File: src/design/bbrf_pkg.sv
// Package for the binomial blur row filter.
// Holds item structs, controller/datapath command structs and fixed widths.
// No dependencies.
package bbrf_pkg;

	localparam int MAX_RADIUS_DEF = 12;
	localparam int PIXEL_W        = 32;
	localparam int CHAN_W         = 8;
	localparam int NUM_CHAN       = PIXEL_W / CHAN_W;
	localparam int RADIUS_W       = 4;

	typedef struct packed {
		logic [PIXEL_W-1:0] pixel_in;
		logic               end_of_row;
	} pixel_item_t;

	typedef struct packed {
		logic [PIXEL_W-1:0] pixel_out;
		logic               last_out;
	} result_item_t;

	typedef struct packed {
		logic shift_pixel;
		logic shift_zero;
		logic clear_win;
		logic acc_en;
		logic acc_first;
		logic load_out;
		logic last;
		logic build_start;
		logic build_step;
	} dp_cmd_t;

	typedef struct packed {
		logic out_free;
	} dp_status_t;

endpackage

File: src/design/bbrf_ctrl.sv
// Controller for the binomial blur row filter: sequences accept,
// tap accumulation, result load, end-of-row flush and tap rebuild.
// Depends on bbrf_pkg.
module bbrf_ctrl import bbrf_pkg::*; #(
	parameter int MAX_RADIUS = MAX_RADIUS_DEF,
	localparam int IDX_W = $clog2(2 * MAX_RADIUS + 1)
) (
	input  logic                clk,
	input  logic                arst_n,
	input  logic                src_valid,
	input  logic                src_eor,
	output logic                src_stall,
	input  logic                cfg_valid,
	input  logic [RADIUS_W-1:0] cfg_data,
	output logic                cfg_ready,
	output dp_cmd_t             cmd,
	output logic [IDX_W-1:0]    tap_idx,
	output logic [IDX_W-1:0]    taps_n,
	input  dp_status_t          status
);

	localparam logic [1:0] ST_IDLE = 2'd0;
	localparam logic [1:0] ST_ACC  = 2'd1;
	localparam logic [1:0] ST_DONE = 2'd2;

	logic [1:0]       state_q;
	logic [IDX_W-1:0] n_q;
	logic [IDX_W-1:0] build_cnt_q;
	logic [IDX_W-1:0] d_q;
	logic [IDX_W-1:0] flush_q;
	logic             eor_q;
	logic             building;
	logic             accept;
	logic             cfg_wr;
	logic [IDX_W-1:0] new_n;

	assign building  = (build_cnt_q != n_q);
	assign src_stall = !((state_q == ST_IDLE) && !building);
	assign accept    = src_valid && !src_stall;
	assign cfg_ready = 1'b1;
	assign cfg_wr    = cfg_valid && cfg_ready;

	// saturate the radius, kernel spans 2R+1 taps
	assign new_n = (int'(cfg_data) > MAX_RADIUS) ? IDX_W'(2 * MAX_RADIUS)
	                                              : IDX_W'(2 * int'(cfg_data));

	always_ff @(posedge clk or negedge arst_n) begin
		if (!arst_n) begin
			n_q         <= '0;
			build_cnt_q <= '0;
		end else if (cfg_wr) begin
			n_q         <= new_n;
			build_cnt_q <= '0;
		end else if (building) begin
			build_cnt_q <= build_cnt_q + 1'b1;
		end
	end

	always_ff @(posedge clk or negedge arst_n) begin
		if (!arst_n) begin
			state_q <= ST_IDLE;
			d_q     <= '0;
			flush_q <= '0;
			eor_q   <= 1'b0;
		end else begin
			case (state_q)
				ST_IDLE: begin
					if (accept) begin
						eor_q   <= src_eor;
						flush_q <= src_eor ? n_q : '0;
						d_q     <= '0;
						state_q <= ST_ACC;
					end
				end
				ST_ACC: begin
					if (d_q == n_q) begin
						state_q <= ST_DONE;
					end else begin
						d_q <= d_q + 1'b1;
					end
				end
				ST_DONE: begin
					if (status.out_free) begin
						if (flush_q != '0) begin
							flush_q <= flush_q - 1'b1;
							d_q     <= '0;
							state_q <= ST_ACC;
						end else begin
							state_q <= ST_IDLE;
						end
					end
				end
				default: begin
					state_q <= ST_IDLE;
				end
			endcase
		end
	end

	always_comb begin
		cmd             = '0;
		cmd.shift_pixel = accept;
		cmd.acc_en      = (state_q == ST_ACC);
		cmd.acc_first   = (d_q == '0);
		cmd.load_out    = (state_q == ST_DONE) && status.out_free;
		cmd.last        = eor_q && (flush_q == '0);
		// flush: push a zero behind each result until the count runs out
		cmd.shift_zero  = cmd.load_out && (flush_q != '0);
		cmd.clear_win   = cmd.load_out && eor_q && (flush_q == '0);
		cmd.build_start = cfg_wr;
		cmd.build_step  = building && !cfg_wr;
	end

	assign tap_idx = d_q;
	assign taps_n  = n_q;

endmodule

File: config.mk
export PLATFORM = sky130hd
export DESIGN_NAME = bbrf_ctrl
export DESIGN_NICKNAME = d
export VERILOG_FILES = /design/src/design/bbrf_pkg.sv /design/src/design/bbrf_ctrl.sv
export SDC_FILE = /design/constraint.sdc
export NUM_CORES = 1
export LEC_CHECK = 0
export BUFFER_PORTS_ARGS = -buffer_cell sky130_fd_sc_hd__buf_4
export CELL_PAD_IN_SITES_DETAIL_PLACEMENT = 1
export CELL_PAD_IN_SITES_GLOBAL_PLACEMENT = 2
export CORE_MARGIN = 5
export CORE_UTILIZATION = 29
export CTS_CLUSTER_DIAMETER = 100
export CTS_CLUSTER_SIZE = 14
export DETAILED_ROUTE_END_ITERATION = 7
export HOLD_SLACK_MARGIN = 0.15
export PLACE_DENSITY = 0.71
export SETUP_SLACK_MARGIN = 0.5
export SYNTH_ARGS = -nofsm -noshare
export SYNTH_HDL_FRONTEND = slang
export SYNTH_SLANG_ARGS = --single-unit
export TNS_END_PERCENT = 50
File: constraint.sdc
create_clock -name clk -period 1.65 [get_ports clk]
set_input_delay 0.33 -clock clk [delete_from_list [all_inputs] [get_ports clk]]
set_output_delay 0.33 -clock clk [all_outputs]
set_load 0.05 [all_outputs]
==> results.sh <==
export IMPL_outcome="complete, but fails checks"
export IMPL_violations="setup timing"
export IMPL_critPathMaxFanout=2
export IMPL_antennaDiodeCount=0
export IMPL_dp_cells=243
export IMPL_fmax_ghz=0.5300
export IMPL_insertion_delay_ns=0.27
export IMPL_hp_class="input port to register"
export IMPL_areaGrowthSynthToFinish_pct=86.46
export IMPL_cp_start_kind="register"
export IMPL_fillers=503
export IMPL_final_cells=281
export IMPL_ir_drop_uv=614.3
export IMPL_clock_path_buffers=2
export IMPL_drive_above_1_share_pct=66.96
export IMPL_critPathKind="register to output pin"
export IMPL_final_nets=243
export IMPL_grt_first_pass_wirelength_um=7541
export IMPL_path_clk_slew_ns=0.08
export IMPL_ys_ff_latch=22
export IMPL_vias_per_cell=4.886
export IMPL_final_util_pct=54.71
export IMPL_start_util_pct=29.34
export IMPL_cp_required_ns=1.32
export IMPL_synth_xor_xnor_area_share_pct=7.685
export IMPL_slew_viol_final=0
export IMPL_chipWidth_um=78.67
export IMPL_arrival_ns=1.56
export IMPL_cts_sink_count=22
export IMPL_cts_made_buffers=3
export IMPL_rsz0062_at_grt="true"
export IMPL_maxCapViolations=0
export IMPL_end_kind="output pin"
export IMPL_synth_edff_count=0
export IMPL_fin_area_sq_um=2550
export IMPL_drc=0
export IMPL_yosysMostFrequentCell="dfrtp_1"
export IMPL_synth_commonest_cells="22 x dfrtp_1, 11 x inv_1, 10 x nor2_1"
export IMPL_syn_nets=156
export IMPL_place_area_sq_um=1903
export IMPL_postSynth_asyncResetShare_pct=100.0
export IMPL_fin_skew_ns=0.002206
export IMPL_synth_top_family_by_area="simple AND/OR/NAND/NOR gates"
export IMPL_worst_hold_slack_ns=0.2545
export IMPL_die_area_sq_um=6189
export IMPL_worst_slack_ns=-0.2370
export IMPL_track_usage_pct=15.88
export IMPL_cts_root_buf="clkbuf_8"
export IMPL_grt_ovfl_total=0
export IMPL_finalWirelength_um=4707
export IMPL_tns_ns=-1.644
export IMPL_syn_avg_cell_area_sq_um=9.699
export IMPL_synth_top_cells_by_area="dfrtp_1 40%, ha_1 4.6%, xnor2_1 3.8%"
export IMPL_post_drt_wl_per_cell_um=16.75
export IMPL_coreArea_sq_um=4661
export IMPL_synth_simple_area_share_pct=19.12
export IMPL_hold_viol=0
export IMPL_synth_area_leader_cell="dfrtp_1"
export IMPL_grt_pass1_vias=1502
export IMPL_synthAdderAreaFrac_pct=4.575
export IMPL_die_h_um=78.67
export IMPL_antenna_found_initial=0
export IMPL_syn_inst=141
export IMPL_synth_distinct_cells=43
export IMPL_gp_congestion=0.7665
export IMPL_vias=1373
export IMPL_leakage_nw=1.194
export IMPL_grt_start_max_net_pins=23
export IMPL_synth_compound_area_share_pct=15.65
export IMPL_synthMuxAreaShare_pct=5.398
export IMPL_io_pins=31
export IMPL_pre_cts_slack_ns=-0.1041
export IMPL_cts_tree="done"
export IMPL_total_power_mw=3.770
export IMPL_netlist_area_sq_um=1368
export IMPL_yosysSeqAreaShare_pct=40.26
export IMPL_h_tree_depth=1
export IMPL_power_density_nw_per_um2=1479
export IMPL_finalCritPeriodShare_pct=114.4
export IMPL_dr_pass1_iters=3
export IMPL_drtIter0Drc=55
export IMPL_finalCriticalPeriod_ns=1.887
export IMPL_ys_warn_count=0
export IMPL_setup_violations=16
export IMPL_hpwlAfterDp_um=3146
export IMPL_rows=25
export IMPL_io_buffers=28
export IMPL_antenna_left=0
export IMPL_synth_top_area_share_pct=40.26
export IMPL_synth_flop_cell="dfrtp_1"
[flip-flops by register name, indices dropped and copies added, names as in the netlist]
register and count:
flush_q 5, build_cnt_q 5, state_q 2, taps_n 4, eor_q 1, tap_idx 5
[cell families after synthesis]
group                      Yosys count
adders and majority gates            5
xor gates and xnor gates            12
buffers and inverters               20
DFF                                 22
and+or+nand+nor                     46
muxes                                7
other                                2
AOI/OAI and AO/OA                   27
[cell usage in the layout (no fill, tap or decap), types with 3 or more instances in the layout]
| cell type | Yosys | routed |
|---|---|---|
| buf_4 | 4 | 47 |
| buf_6 | 0 | 29 |
| buf_8 | 0 | 13 |
| dfrtp_1 | 22 | 12 |
| dfrtp_2 | 0 | 10 |
| nor2_1 | 10 | 8 |
| nand3_1 | 7 | 7 |
| inv_2 | 1 | 5 |
| inv_1 | 11 | 5 |
| xor2_1 | 6 | 5 |
| nand2_1 | 9 | 5 |
| xnor2_2 | 0 | 4 |
| mux2i_1 | 4 | 4 |
| o21ai_0 | 8 | 4 |
| clkbuf_8 | 0 | 4 |
| nand2_4 | 0 | 3 |
| nor3_1 | 5 | 3 |
| a21oi_2 | 0 | 3 |
| ha_1 | 5 | 3 |
[path summary, 6_finish.rpt]
| path | start | endpoint | slack [ns] | cells after the start |
|---|---|---|---|---|
| setup / recovery | flush_q[0] | cmd[6] | -0.24 | 6 |
| hold / removal | status | state_q[1] | 0.25 | 2 |
| setup reg to reg | taps_n[4] | tap_idx[3] | -0.11 | 7 |
| hold reg to reg | build_cnt_q[0] | build_cnt_q[0] | 0.50 | 1 |
| max in group asynchronous | arst_n | taps_n[3] | 0.88 | 2 |
| min in group asynchronous | arst_n | tap_idx[4] | 0.50 | 2 |
[final cells by class]
class,instances,area (sq um),area share [%]
repair buffers,90,884.6,34.69
clock buffers,4,55.05,2.159
multi-input cells,99,924.6,36.26
well taps,54,67.56,2.650
flip-flops and latches,22,563.0,22.08
inverters,12,55.05,2.159
[where the power goes]
part / switching [mW] / leakage, nW / total [mW] / internal (mW)
Clock: 0.197 / 0.0288 / 0.410 / 0.214
Combinational: 1.27 / 0.897 / 2.51 / 1.24
Sequential: 0.148 / 0.268 / 0.850 / 0.702
Total: 1.61 / 1.19 / 3.77 / 2.16
[worst max-delay path, stage by stage (launching register included)]
cell and delay [ns]:
dfrtp_1 0.39, inv_2 0.08, ha_4 0.13, nor4b_4 0.22, and2_4 0.19, and2_4 0.14
buf_8 0.13
[timing repair]
action,4_1_cts,5_1_grt
hold endpoints to repair,22,0
setup endpoints to repair,35,35
resized for setup,70,21
hold buffers,1,0
setup buffers,23,10
pin swaps,12,17
[per-layer routing]
metal / vias to the layer above / routed length (um) / track usage [%]
li1: 657 / - / -
met1: 684 / 2002 / 18.56
met5: - / 0 / 0
met2: 27 / 2521 / 28.95
met3: 5 / 126 / 2.638
met4: 0 / 57 / 5.594
(Power assumes the default switching activity.)
